[src/sv/scs_pkg.sv]
// shared types and constants for the shortest common supersequence block
// no dependencies
`timescale 1ns / 1ps

package scs_pkg;

    localparam int MAX_LEN_DEF = 32;
    localparam int SYM_W       = 8;
    localparam int CMD_W       = 2;

    typedef enum logic [CMD_W-1:0] {
        CMD_LOAD_A  = 2'd0,
        CMD_LOAD_B  = 2'd1,
        CMD_COMPUTE = 2'd2
    } cmd_t;

    typedef logic [SYM_W-1:0] sym_t;

endpackage

[src/sv/scs_res_mem.sv]
// traceback result buffer, filled last symbol first, read back in reverse
// depends on scs_pkg
`timescale 1ns / 1ps

module scs_res_mem #(
    parameter int DEPTH = 2 * scs_pkg::MAX_LEN_DEF,
    parameter int AW    = 6
) (
    input  logic          clk,
    input  logic          we,
    input  logic [AW-1:0] waddr,
    input  scs_pkg::sym_t wdata,
    input  logic [AW-1:0] raddr,
    output scs_pkg::sym_t rdata
);
    import scs_pkg::*;

    sym_t mem [DEPTH];

    always_ff @(posedge clk)
    begin
        if (we)
        begin
            mem[waddr] <= wdata;
        end
        rdata <= mem[raddr];
    end

endmodule

[config.mk]
export PLATFORM = sky130hd
export DESIGN_NAME = scs_res_mem
export DESIGN_NICKNAME = d
export VERILOG_FILES = /design/src/sv/scs_pkg.sv /design/src/sv/scs_res_mem.sv
export SDC_FILE = /design/constraint.sdc
export NUM_CORES = 1
export LEC_CHECK = 0
export ABC_AREA = 0
export CAP_MARGIN = 40
export CORE_MARGIN = 1
export CORE_UTILIZATION = 45
export CTS_CLUSTER_DIAMETER = 60
export DETAILED_ROUTE_END_ITERATION = 16
export DONT_BUFFER_PORTS = 1
export PLACE_DENSITY = 0.66
export SETUP_SLACK_MARGIN = 0.1
export SYNTH_ARGS = -nofsm -noshare
export SYNTH_HDL_FRONTEND = slang
export SYNTH_SLANG_ARGS = --single-unit
[constraint.sdc]
create_clock -name clk -period 1.6 [get_ports clk]
set_input_delay 0 -clock clk [delete_from_list [all_inputs] [get_ports clk]]
set_output_delay 0 -clock clk [all_outputs]
set_load 0.02 [all_outputs]
Yosys cells after proc, flatten, opt, wreduce, memory -nomap -nowiden
Memory sizes are Yosys's and may differ from the RTL's. A register that Yosys moved wholly into a read port is not among the register bits.
Cells that the tools add are included.

cells by class
  multiplexer cells = 2

operators with widths
  operator  number
  $mux 1    2

word-level totals
  RAM bits = 512
  register bits after elaboration = 0
  output and inout bits = 8
  word-level logic and storage cells = 3
  memories = 1
  input bits = 22

memory list
  memory  depth  width  read ports  clocked after Yosys merged registers in  write ports  RTL line           source
  mem     64     8      1           1                                        1            scs_res_mem.sv:18  sym_t mem [DEPTH];

Logic depth before layout (Yosys ltp)
  depth in word-level cells = 2
  depth in mapped cells = 9
  mapped depth without buffers = 5

Least setup slack after synthesis
Ideal clock, no wire load.

  path type = register to register
  start point = memory mem[29][4] in the netlist's numbering
  end point = register rdata[4] (read register of mem)
  period minus slack after synthesis = 1.692 ns
  slack = -0.092 ns
  data arrival time = 1.560 ns
  library setup time = 0.132 ns
  data required time = 1.468 ns
  buffers on the path = 0
  stages on the path, launching flop included = 6
  path through = edfxtp_1 > mux4_2 > mux2_2 > o221a_2 > nor3_1 > o32ai_1

RTL lines
  what         RTL line           source
  from (decl)  scs_res_mem.sv:18
  to (decl)    scs_res_mem.sv:14  output scs_pkg::sym_t rdata

==> load_flow_metrics.sql <==
INSERT INTO impl_metrics (metric_group, metric, value, unit) VALUES
('die', 'die_area', '45670', 'um^2'),
('power_and_ir_drop', 'power.sequential.fraction', '0.537', ''),
('synthesis', 'yosysTopAreaCell', 'sky130_fd_sc_hd__edfxtp_1', ''),
('synthesis', 'post_synthesis_net_count', '962', ''),
('timing', 'unrepaired_setup_endpoints_after_global_routing', 'true', ''),
('clock_network', 'tritoncts_clock_tree', 'done', ''),
('clock_network', 'cts-buffers-inserted', '52', ''),
('drt', 'drcViolationCount', '0', ''),
('drt', 'via_count', '9722', ''),
('timing', 'slew_headroom', '0.6291', ''),
('worst_setup_path', 'worst_ep_required_time', '2.07', 'ns'),
('worst_setup_path', 'timing.critical_path.to_type', 'flop', ''),
('power_and_ir_drop', 'p_clk_frac', '0.421', ''),
('run', 'max_cap_violations', '0', ''),
('die', 'fp-row-count', '77', ''),
('synthesis', 'synth_seq_area_share', '0.7703', ''),
('synthesis', 'synth_area_leaders', 'sky130_fd_sc_hd__edfxtp_1 (76%), sky130_fd_sc_hd__mux4_2 (14%), sky130_fd_sc_hd__nor2_1 (1.5%)', ''),
('clock_network', 'clock_insertion_delay_at_the_later_pin_of_the_skew_report', '0.59', 'ns'),
('worst_setup_path', 'timing.critical_path.arrival', '2.38', 'ns'),
('clock_network', 'cts.clk_slew.worst_paths', '0.06', 'ns'),
('power_and_ir_drop', 'leakage', '7.454', 'nW'),
('timing', 'timing.final.hold_violations', '8', ''),
('timing', 'final_period_minus_worst_setup_slack', '1.907', 'ns'),
('timing', 'tns', '-1.431', 'ns'),
('worst_setup_path', 'regToRegSetupSlack', '-0.31', 'ns'),
('synthesis', 'synth.avg_cell_area', '21.45', 'um^2'),
('drt', 'antenna_violating_nets_left', '0', ''),
('synthesis', 'mappedNetlistArea', '20170', 'um^2'),
('synthesis', 'synthesis.yosys.warnings', '0', ''),
('die', 'chipWidth', '213.7', 'um'),
('clock_network', 'cts.htree.levels', '2', ''),
('timing', 'timing.final.crit_share', '1.192', ''),
('grt', 'grt_use_total', '0.2009', ''),
('synthesis', 'yosys.area.top_type_share', '0.7624', ''),
('drt', 'post_drt_wl_per_cell', '25.98', 'um'),
('power_and_ir_drop', 'comb_power_share', '0.041', ''),
('finish', 'layout-area-overhead-vs-synth', '16.22', '%'),
('timing', 'setup_slack', '-0.3074', 'ns'),
('grt', 'grt_max_degree', '138', ''),
('placed_design', 'gp_congestion', '0.7840', ''),
('clock_network', 'clockBufferDepth', '3', ''),
('clock_network', 'cts_num_sinks', '520', ''),
('drt', 'wl', '43.96', 'mm'),
('drt', 'first_iter_violations', '1005', ''),
('timing', 'timing_worst_slew_pin_value', '0.5512', 'ns'),
('grt', 'grt_pass1_vias', '9908', ''),
('placed_design', 'dp_slack', '-0.4066', 'ns'),
('run_status', 'failed_checks', 'negative hold slack, negative setup slack', ''),
('die', 'die_h', '213.7', 'um'),
('finish', 'final_util', '0.5300', ''),
('timing', 'setup_violations', '8', ''),
('synthesis', 'synthCells', '940', ''),
('grt', 'antenna_found_initial', '0', ''),
('synthesis', 'ys_types', '40', ''),
('timing', 'clock-skew-final', '0.02001', 'ns'),
('timing', 'whs', '-0.4478', 'ns'),
('grt', 'grt_remaining_overflow', '0', ''),
('finish', 'num_antenna_cells', '0', ''),
('die', 'count_of_pins_on_the_block_boundary', '30', ''),
('worst_setup_path', 'critPathLaunchType', 'flop', ''),
('worst_setup_path', 'timing.setup.critical_path_class', 'reg -> reg', ''),
('grt', 'global_route_wire_length_before_repair', '65.52', 'mm'),
('placed_design', 'placement.cell_area', '21300', 'um^2'),
('die', 'core_region_area', '44220', 'um^2'),
('power_and_ir_drop', 'power.switching', '0.005658', 'W'),
('clock_network', 'clockRootBuffer', 'sky130_fd_sc_hd__clkbuf_16', ''),
('drt', 'drt-vias-per-instance', '5.746', ''),
('run_status', 'outcome', 'finished, violations left', ''),
('power_and_ir_drop', 'max-vdd-ir-drop', '0.8464', 'mV'),
('synthesis', 'synth_seq_cells', '520', ''),
('placed_design', 'port-buffer-count', '0', '');
==> area by class of cell <==
| cell class | count | area (um^2) |
|---|---|---|
| clock inverters | 30 | 280.3 |
| fillers | 3377 | 20780 |
| multi-input cells | 369 | 4432 |
| well taps | 592 | 740.7 |
| clock buffers | 67 | 1379 |
| flip-flops and latches | 520 | 15530 |
| repair buffers | 114 | 1071 |
==> cell families (layout without fill, tap and decap cells) <==
family	count (synthesis)	after routing	share of synthesized area
buffers and inverters	51	211	0.01570
AO/OA/AOI/OAI	54	54	0.02072
multiplexers	162	162	0.1594
AND/OR/NAND/NOR	153	153	0.03387
flip-flops	520	520	0.7703
==> what timing repair did <==
action / 4_1_cts / 5_1_grt
gates resized for setup: 9 / 14
cloned: 0 / 0
setup endpoints to repair: 8 / 16
hold endpoints to repair: 635 / 8
pin swaps: 1 / 5
setup buffers: 0 / 1
==> state kept, by name, indices dropped and copies added (netlist names) <==
name and cells:
rdata 8, mem 512
==> worst paths after layout <==
kind                   start       end  depth (start not counted)
setup / recovery  mem[29][4]  rdata[4]                          5
hold / removal      raddr[5]  rdata[5]                          1
setup reg to reg  mem[29][4]  rdata[4]                          5
hold reg to reg   mem[30][6]  rdata[6]                          3
==> placed cells by master (no fill, tap or decap), types with 5 or more instances in the layout <==
cell type | synthesis | final
sky130_fd_sc_hd__dfxtp_1 | 8 | 8
sky130_fd_sc_hd__nor2_1 | 83 | 79
sky130_fd_sc_hd__buf_16 | 0 | 8
sky130_fd_sc_hd__clkinv_1 | 0 | 13
sky130_fd_sc_hd__clkinv_2 | 0 | 6
sky130_fd_sc_hd__mux4_2 | 126 | 126
sky130_fd_sc_hd__edfxtp_1 | 512 | 512
sky130_fd_sc_hd__nand2_1 | 19 | 19
sky130_fd_sc_hd__o221ai_1 | 8 | 8
sky130_fd_sc_hd__clkbuf_1 | 17 | 14
sky130_fd_sc_hd__a221oi_1 | 6 | 5
sky130_fd_sc_hd__nand2b_1 | 7 | 7
sky130_fd_sc_hd__mux2_2 | 13 | 11
sky130_fd_sc_hd__nor2b_1 | 14 | 14
sky130_fd_sc_hd__clkbuf_16 | 0 | 53
sky130_fd_sc_hd__nand3_1 | 13 | 13
sky130_fd_sc_hd__o22ai_1 | 8 | 7
sky130_fd_sc_hd__buf_4 | 13 | 90
sky130_fd_sc_hd__dlygate4sd3_1 | 0 | 13
sky130_fd_sc_hd__mux2i_1 | 23 | 23
sky130_fd_sc_hd__bufinv_16 | 0 | 5
==> per-stage QoR <==
stage | power (W) | instances
global placement | 0.01624 | 1570
CTS | 0.02840 | 1691
floorplan | 0.01625 | 940
detailed placement | 0.01625 | 1570
global route | 0.02900 | 1692
finish | 0.02820 | 1692
==> metal layers <==
layer | vias to the layer above | global-route usage | routed length [um]
met3 | 60 | 0.04496 | 3608
met5 | - | 0 | 0
met2 | 343 | 0.3126 | 20960
met1 | 5151 | 0.2861 | 18540
li1 | 4168 | - | -
met4 | 0 | 0.05788 | 844
==> synthesized netlist by cell type (all sizes together) <==
cell / count
o2bb2ai: 3
mux4: 126
nor3: 7
nand3b: 3
clkbuf: 17
edfxtp: 512
nor2b: 14
buf: 34
o311ai: 1
nor2: 83
o41ai: 2
o22ai: 8
a2111oi: 2
o221a: 2
mux2: 13
o2111ai: 3
nand3: 13
and2: 1
nand2b: 7
a21oi: 3
nor4: 2
a211oi: 4
o221ai: 8
nand4: 2
o21a: 2
mux2i: 23
dfxtp: 8
nand4b: 1
or3: 1
o32ai: 2
a31oi: 1
a22oi: 3
a221oi: 6
o21ai: 4
nand2: 19
==> worst max-delay path: stages (launching register included) <==
cell                       delay, ns
sky130_fd_sc_hd__edfxtp_1       0.36
sky130_fd_sc_hd__mux4_2         0.48
sky130_fd_sc_hd__mux2_4         0.27
sky130_fd_sc_hd__o221a_4        0.27
sky130_fd_sc_hd__nor3_4         0.29
sky130_fd_sc_hd__o32ai_1        0.12
==> power by group through the flow <==
stage,Clock (W),Sequential [W],Combinational (W)
2_1_floorplan,0,0.0154,0.000825
3_3_place_gp,0,0.0154,0.000800
3_5_place_dp,0,0.0154,0.000804
4_1_cts,0.0121,0.0152,0.00116
5_1_grt,0.0126,0.0152,0.00124
6_report,0.0119,0.0152,0.00117
(Power assumes the default switching activity.)
