<file path="src/sv/scs_pkg.sv">
// shared types and constants for the shortest common supersequence block
// no dependencies
`timescale 1ns / 1ps

package scs_pkg;

    localparam int MAX_LEN_DEF = 32;
    localparam int SYM_W       = 8;
    localparam int CMD_W       = 2;

    typedef enum logic [CMD_W-1:0] {
        CMD_LOAD_A  = 2'd0,
        CMD_LOAD_B  = 2'd1,
        CMD_COMPUTE = 2'd2
    } cmd_t;

    typedef logic [SYM_W-1:0] sym_t;

endpackage

</file>
<file path="src/sv/scs_str_mem.sv">
// symbol buffer for one input string: one write port, one registered read port
// depends on scs_pkg
`timescale 1ns / 1ps

module scs_str_mem #(
    parameter int DEPTH = scs_pkg::MAX_LEN_DEF,
    parameter int AW    = 5
) (
    input  logic               clk,
    input  logic               we,
    input  logic [AW-1:0]      waddr,
    input  scs_pkg::sym_t      wdata,
    input  logic [AW-1:0]      raddr,
    output scs_pkg::sym_t      rdata
);
    import scs_pkg::*;

    sym_t mem [DEPTH];

    always_ff @(posedge clk)
    begin
        if (we)
        begin
            mem[waddr] <= wdata;
        end
        rdata <= mem[raddr];
    end

endmodule

</file>
<file path="config.mk">
export PLATFORM = sky130hd
export DESIGN_NAME = scs_str_mem
export DESIGN_NICKNAME = d
export VERILOG_FILES = /design/src/sv/scs_pkg.sv /design/src/sv/scs_str_mem.sv
export SDC_FILE = /design/constraint.sdc
export NUM_CORES = 1
export LEC_CHECK = 0
export BUFFER_PORTS_ARGS = -buffer_cell sky130_fd_sc_hd__buf_2
export CAP_MARGIN = 10
export CORE_AREA = 2 2 128 130
export CTS_BUF_LIST = sky130_fd_sc_hd__clkbuf_8
export DETAILED_ROUTE_END_ITERATION = 8
export DIE_AREA = 0 0 130 132
export PLACE_DENSITY_LB_ADDON = 0.05
export SLEW_MARGIN = 20
export SYNTH_ARGS = -nofsm -noshare
export SYNTH_HDL_FRONTEND = slang
export SYNTH_SLANG_ARGS = --single-unit
export TNS_END_PERCENT = 20
</file>
<file path="constraint.sdc">
create_clock -name clk -period 2.92 [get_ports clk]
set_input_delay 0 -clock clk [delete_from_list [all_inputs] [get_ports clk]]
set_output_delay 0 -clock clk [all_outputs]
set_load 0.01 [all_outputs]
</file>
* Yosys cells after proc, flatten, opt, wreduce, memory -nomap -nowiden *
Memories as Yosys holds them, arrays and structs flattened. A register that Yosys moved wholly into a read port is not among the register bits.
Index checks and enable logic that the tools add are counted.
W data, S select, Z words.

cells by class
  mux-type cells = 2

operator list
  cell     count
  $mux W1  2

storage, ports and cells
  register bits after elaboration = 0
  memory bits (writable) = 256
  output and inout port bits = 8
  word-level logic and storage cells = 3
  memories kept = 1

memories
  name  depth  width  rd ports  clocked after memory_dff  write ports  RTL line           text
  mem   32     8      1         1                         1            scs_str_mem.sv:18  sym_t mem [DEPTH];

* Longest topological paths before layout *
Gate-level depths: netlist (run 1).

  depth in word-level cells = 2
  gate-level depth with buffers = 5
  gate-level depth less buffers = 3

* Least setup slack after synthesis (run 1) *
No wires, ideal clock.

  kind = input to register
  start = input port raddr[2]
  end = register rdata[0] (read register of mem)
  data arrival time = 1.682 ns
  setup slack = 1.118 ns
  cell stages on the path = 5
  cell sequence = clkbuf_1 clkbuf_1 mux4_2 mux4_2 mux2_2

RTL lines
  item                RTL line           text
  start: declaration  scs_str_mem.sv:13  input logic [AW-1:0] raddr,
  end: declaration    scs_str_mem.sv:14  output scs_pkg::sym_t rdata

==> results of run 1 <==
==> cell type report <==
| cell class | instances | share of cell area (%) |
|---|---|---|
| clock buffer | 48 | 5.869 |
| clock inverter | 27 | 1.011 |
| multi-input combinational | 133 | 18.65 |
| sequential | 264 | 69.71 |
| tap | 216 | 2.401 |
| timing repair buffer | 36 | 2.356 |
==> sequential cells by signal, summed over array words and instances, names as in the netlist <==
register / cells
mem: 256
rdata: 8
==> metal layers <==
layer / GRT usage, % / vias up / part of all wire (%) / routed length, um
met3: 5.438 / 25 / 8.4 / 1653
met4: 6.511 / 2 / 1.4 / 272
li1: - / 1903 / - / -
met1: 39.86 / 2377 / 43 / 8588
met5: 0 / - / 0.066 / 13
met2: 34.85 / 230 / 47 / 9229
==> how the worst max path moves through the flow <==
stage	from	slack, ns	end
after floorplan	raddr[2]	1.12	rdata[0]
after global placement	raddr[0]	0.80	rdata[1]
after detailed placement	raddr[0]	0.81	rdata[1]
after CTS	mem[4][1]	1.10	rdata[1]
after global routing	mem[4][1]	1.07	rdata[1]
final	mem[4][1]	1.08	rdata[1]
==> cell usage after synthesis <==
cell type / n / area share (%)
nor2_1: 33 / 1.2
buf_6: 1 / 0.11
buf_2: 1 / 0.050
or3b_2: 3 / 0.26
edfxtp_1: 256 / 76
buf_4: 6 / 0.45
nand3_1: 2 / 0.10
clkbuf_1: 6 / 0.22
or3_1: 1 / 0.062
mux4_2: 80 / 18
buf_1: 6 / 0.22
dfxtp_1: 8 / 1.6
nand2_1: 1 / 0.037
mux2_2: 8 / 0.90
nand3b_1: 5 / 0.37
==> power by group through the flow <==
stage	Combinational, uW	Sequential (uW)	Clock (uW)
floorplan	225	4310	0
global placement	390	4310	0
detailed placement	395	4310	0
CTS	401	4230	2900
global route	422	4240	3070
finish	396	4230	2840
==> through the flow <==
step	instances	setup slack, ns	instance area, um^2	power (uW)
2_1_floorplan	417	1.118	10050	4537
3_3_place_gp	645	0.8030	10440	4700
3_5_place_dp	645	0.8105	10440	4708
4_1_cts	724	1.098	11260	7532
5_1_grt	724	1.074	11260	7731
6_report	724	1.084	11260	7471
==> cell families (layout without fill, tap and decap cells) <==
kind of cell,count (synthesis),count (layout)
simple gates,45,45
flops,264,264
mux,88,88
buf+inv,20,111
==> repair_timing <==
action | 4_1_cts | 5_1_grt
hold endpoints to repair | 39 | 0
hold buffers | 4 | 0
buffers inserted | 0 | 0
==> worst max-delay path: cells and delay by family, from the launching register on <==
| family | cells | cell delay, ns |
|---|---|---|
| flops | 1 | 0.37 |
| mux | 3 | 1.37 |
==> flow_metrics.py, run 1 <==
metrics = {
    "power_and_ir_drop": {
        "p_clk_share_pct": 38.0,
        "power.internal_uw": 5891,
        "pwr-share-comb_pct": 5.3,
        "p_leak_uw": 0.003585,
        "seq_power_share_pct": 56.7,
        "vdd.ir_drop.worst_v": 0.0004284,
        "swShare_pct": 21.15,
        "p_switching_uw": 1580,
        "powerDensity_nw_per_um2": 663.7,
    },
    "floorplanning": {
        "die_y_um": 132,
        "die_area_um2": 17160,
        "placementRows": 46,
        "initial_utilization_pct": 63.98,
        "die_w_um": 130,
        "io_pins": 28,
        "fp.coreArea_um2": 15710,
    },
    "cells_and_area": {
        "multi_input_area_um2": 2100,
        "n_fill_cell": 950,
        "area_delta_synth_final_pct": 11.97,
        "diodes": 0,
        "drive_above_1_share_pct": 35.24,
        "layout_common_cells": "edfxtp_1, mux4_2, clkbuf_8, nor2_1, buf_2",
        "layout.nets": 496,
        "seqCellArea_um2": 7848,
        "fin_util_pct": 71.64,
        "final_common_cell": "edfxtp_1",
    },
    "setup_path": {
        "reg2reg_to": "rdata[1]",
        "cpMostUsedCell": "mux4_2",
        "r2r_cells": 3,
        "max_stage_delay_ns": 0.55,
        "r2r_slack_ns": 1.08,
        "crit_path_max_fanout": 1,
        "startpoint_type": "register",
        "worst-setup-path-type": "reg2reg",
        "crit_path_cell_trace": "mux4_2 > mux4_2 > mux2_2",
        "crit_arrival_ns": 2.26,
        "worst_setup_path_end_kind": "register",
        "worstReg2RegStart": "mem[4][1]",
        "crit_slowest_cell": "mux4_2",
        "crit_required_ns": 3.35,
    },
    "synthesis": {
        "yosysWarnings": 0,
        "synthDistinctLibCells": 15,
        "avgSynthCellArea_um2": 24.11,
        "synth_compound_area_share_pct": 0,
        "synth_seq_area_share_pct": 78.06,
        "synth.cell_area_um2": 10050,
        "synth_top_family_by_area": "multiplexers",
        "netlist_instances": 417,
        "synth.area.mux_share_pct": 18.82,
        "yosys.area_share.simple_pct": 2.066,
        "synthXorXnorAreaFrac_pct": 0,
        "synth-seq-cells": 264,
        "synth_fa_ha_area_share_pct": 0,
        "synth.net_count": 437,
    },
    "detailed_routing": {
        "drt_pre_antenna_iters": 4,
        "post_drt_wl_per_cell_um": 27.29,
        "antenna_left": 0,
        "drc": 0,
        "wirelength_um": 19760,
        "drt_iter0_markers": 531,
        "vias": 4537,
        "viasPerCell": 6.267,
    },
    "timing": {
        "clock_skew_ns": 0.02025,
        "setup_tns_ns": 0,
        "maxSlewViolCount": 0,
        "fmax_mhz": 544.8,
        "slew_headroom_pct": 29.88,
        "finalHoldViolations": 0,
        "layout_min_cycle_time_ns": 1.836,
        "timing.hold.ws_ns": 0.02581,
        "worst_slew_pin_slew_ns": 1.048,
        "final-setup-viol-count": 0,
        "rsz0062_at_grt": "false",
        "post-route-period-util_pct": 62.86,
    },
    "clocking": {
        "cts_max_level": 2,
        "root_buffer": "clkbuf_8",
        "cts_resized": 0,
        "numClockSinks": 264,
        "worstSkewPairLatency_ns": 0.54,
        "clk_pin_slew_ns": 0.06,
        "cts_tree": "yes",
        "numCtsBuffers": 41,
        "clk_path_buf_depth": 3,
    },
    "placed_design": {
        "hpwlAfterDp_um": 11990,
        "place.gp.congestion": 0.7829,
        "port_buffers": 27,
    },
    "run": {
        "maxCapViolations": 0,
    },
    "global_routing": {
        "overflow": 0,
        "gr-usage-all-layers_pct": 24.53,
        "grt_pass1_vias": 4639,
        "grt_max_degree": 33,
        "antenna_found_initial": 1,
        "grt_pass1_wl_um": 29670,
    },
    "run_status": {
        "status": "finished, final reports clean",
    },
    "min_path": {
        "holdPathEnd": "mem[28][7]",
        "holdPathStages": 1,
        "hold_class": "in2reg",
        "hp-start": "wdata[7]",
    },
}
Power figures use the tool's default switching activity.
==> inputs of run 2 (changes only) <==
ABC_AREA = 1   (was not set)
CORE_AREA = 2 2 140 142   (was 2 2 128 130)
DIE_AREA = 0 0 142 144   (was 0 0 130 132)
clock period = 1.6 ns   (was 2.92 ns; I/O delays follow)
==> flow_metrics.py, run 2 <==
metrics = {
    "timing": {
        "final-setup-viol-count": 0,
        "finalHoldViolations": 0,
        "setup_tns_ns": 0,
        "rsz0062_at_grt": "false",
        "fmax_mhz": 674.3,
        "clock_skew_ns": 0.01030,
        "layout_min_cycle_time_ns": 1.483,
        "maxSlewViolCount": 0,
        "worst_slew_pin_slew_ns": 0.7971,
        "post-route-period-util_pct": 92.69,
        "slew_headroom_pct": 46.86,
    },
    "cells_and_area": {
        "diodes": 0,
        "n_fill_cell": 1550,
        "fin_area_um2": 12050,
        "seqCellArea_um2": 7848,
        "drive_above_1_share_pct": 12.12,
        "layout.nets": 1014,
        "largest_reg_flops": 256,
        "top_register": "mem",
        "layout_common_cells": "nand2_1, edfxtp_1, nand3_1, clkbuf_8, buf_4",
        "reg_top3": "mem: 256 flops, rdata: 8 flops",
        "multi_input_area_um2": 2492,
        "final_common_cell": "nand2_1",
        "area_delta_synth_final_pct": 11.70,
    },
    "global_routing": {
        "overflow": 0,
        "grt_pass1_vias": 7015,
        "grt_pass1_wl_um": 39100,
        "gr-usage-all-layers_pct": 25.68,
        "antenna_found_initial": 0,
        "grt_max_degree": 129,
    },
    "clocking": {
        "cts_tree": "yes",
        "clk_pin_slew_ns": 0.06,
        "numClockSinks": 264,
        "numCtsBuffers": 43,
        "root_buffer": "clkbuf_8",
        "cts_resized": 0,
        "postCtsSetupBuffers": 0,
        "cts.hold.buffers_added": 5,
        "worstSkewPairLatency_ns": 0.53,
        "clk_path_buf_depth": 3,
        "cts_max_level": 2,
    },
    "synthesis": {
        "ys.flop_type": "edfxtp_1",
        "synth_edf_count": 256,
        "yosys-top-cells-count": "nand2_1, edfxtp_1, nand3_1",
        "synth.net_count": 942,
        "synth_top_area_share_pct": 71.27,
        "synth_seq_area_share_pct": 72.75,
        "synth-seq-cells": 264,
        "avgSynthCellArea_um2": 11.70,
        "synthDistinctLibCells": 12,
        "yosysWarnings": 0,
        "yosysTopAreaCell": "edfxtp_1",
        "synthMostInstantiatedCell": "nand2_1",
        "async_reset_ff_share_pct": 0,
        "ys_top_cells_by_area": "edfxtp_1, nand2_1, nand3_1",
        "netlist_instances": 922,
        "synth.cell_area_um2": 10790,
    },
    "setup_path": {
        "worst_setup_path_end_kind": "register",
        "crit_path_max_fanout": 6,
        "startpoint_type": "primary input",
        "worst-setup-path-type": "in2reg",
        "crit_arrival_ns": 1.72,
        "crit_required_ns": 1.84,
    },
    "run_status": {
        "status": "finished, final reports clean",
    },
    "placed_design": {
        "hpwlAfterDp_um": 14780,
        "place_area_um2": 11240,
        "place.gp.congestion": 0.8742,
        "port_buffers": 27,
    },
    "floorplanning": {
        "die_y_um": 144,
        "io_pins": 28,
        "die_w_um": 142,
        "initial_utilization_pct": 56.53,
        "die_area_um2": 20450,
        "placementRows": 51,
        "fp.coreArea_um2": 19080,
    },
    "detailed_routing": {
        "antenna_left": 0,
        "drt_iter0_markers": 679,
        "post_drt_wl_per_cell_um": 20.00,
        "vias": 7079,
        "wirelength_um": 25220,
        "drt_pre_antenna_iters": 5,
        "drc": 0,
        "viasPerCell": 5.614,
    },
    "power_and_ir_drop": {
        "powerDensity_nw_per_um2": 1150,
        "p_leak_uw": 0.004602,
        "vdd.ir_drop.worst_v": 0.0006538,
    },
    "run": {
        "maxCapViolations": 0,
    },
    "min_path": {
        "hold_class": "in2reg",
    },
}
[run 2: final cells by class]
class                           count  area share, %
Inverter                           10         0.3219
Clock inverter                     29          1.142
Sequential cell                   264          65.13
Timing Repair Buffer               79          5.109
Clock buffer                       45          5.140
Tap cell                          238          2.471
Multi-Input combinational cell    596          20.69
[run 2: worst paths after layout]
| path | start | endpoint | slack (ns) | depth (start not counted) |
|---|---|---|---|---|
| setup / recovery | waddr[1] | mem[15][5] | 0.12 | 6 |
| hold / removal | wdata[2] | mem[29][2] | 0.06 | 1 |
| setup reg to reg | mem[3][6] | rdata[6] | 0.39 | 8 |
| hold reg to reg | mem[14][7] | rdata[7] | 0.76 | 8 |
[run 2: kinds of logic (layout without fill, tap and decap cells)]
family / after synthesis / after routing / synth area share (%)
buffers and inverters: 62 / 163 / 4.141
flip-flops: 264 / 264 / 72.75
AND/OR/NAND/NOR: 596 / 596 / 23.11
[run 2: stage by stage]
stage	hold WS, ns	power [uW]	utilization (%)	setup slack [ns]	std cells
2_1_floorplan	0.09887	8420	-	0.5660	922
3_3_place_gp	0.3498	8776	58.92	0.06151	1182
3_5_place_dp	0.3492	8792	58.92	0.02739	1182
4_1_cts	0.04027	13980	63.15	0.1290	1261
5_1_grt	0.05218	14390	63.15	0.01032	1261
6_report	0.06191	13860	63.15	0.1170	1261
[run 2: metal layers]
layer,track usage (%),vias to the layer above,share of wire [%]
met5,0,-,0
met4,9.474,0,2.9
met3,4.172,50,6.6
met2,40.25,233,46
met1,36.84,3452,44
li1,-,3344,-
[run 2: worst max-delay path, stage by stage]
cell           delay, ns
dlygate4sd3_1       0.52
buf_2               0.12
nand3_1             0.10
dlygate4sd3_1       0.58
nor2_1              0.21
buf_4               0.20
[run 2: power breakdown]
part / switching [uW] / internal [uW]
logic: 670 / 266
registers: 32.5 / 7690
clock network: 2460 / 2740
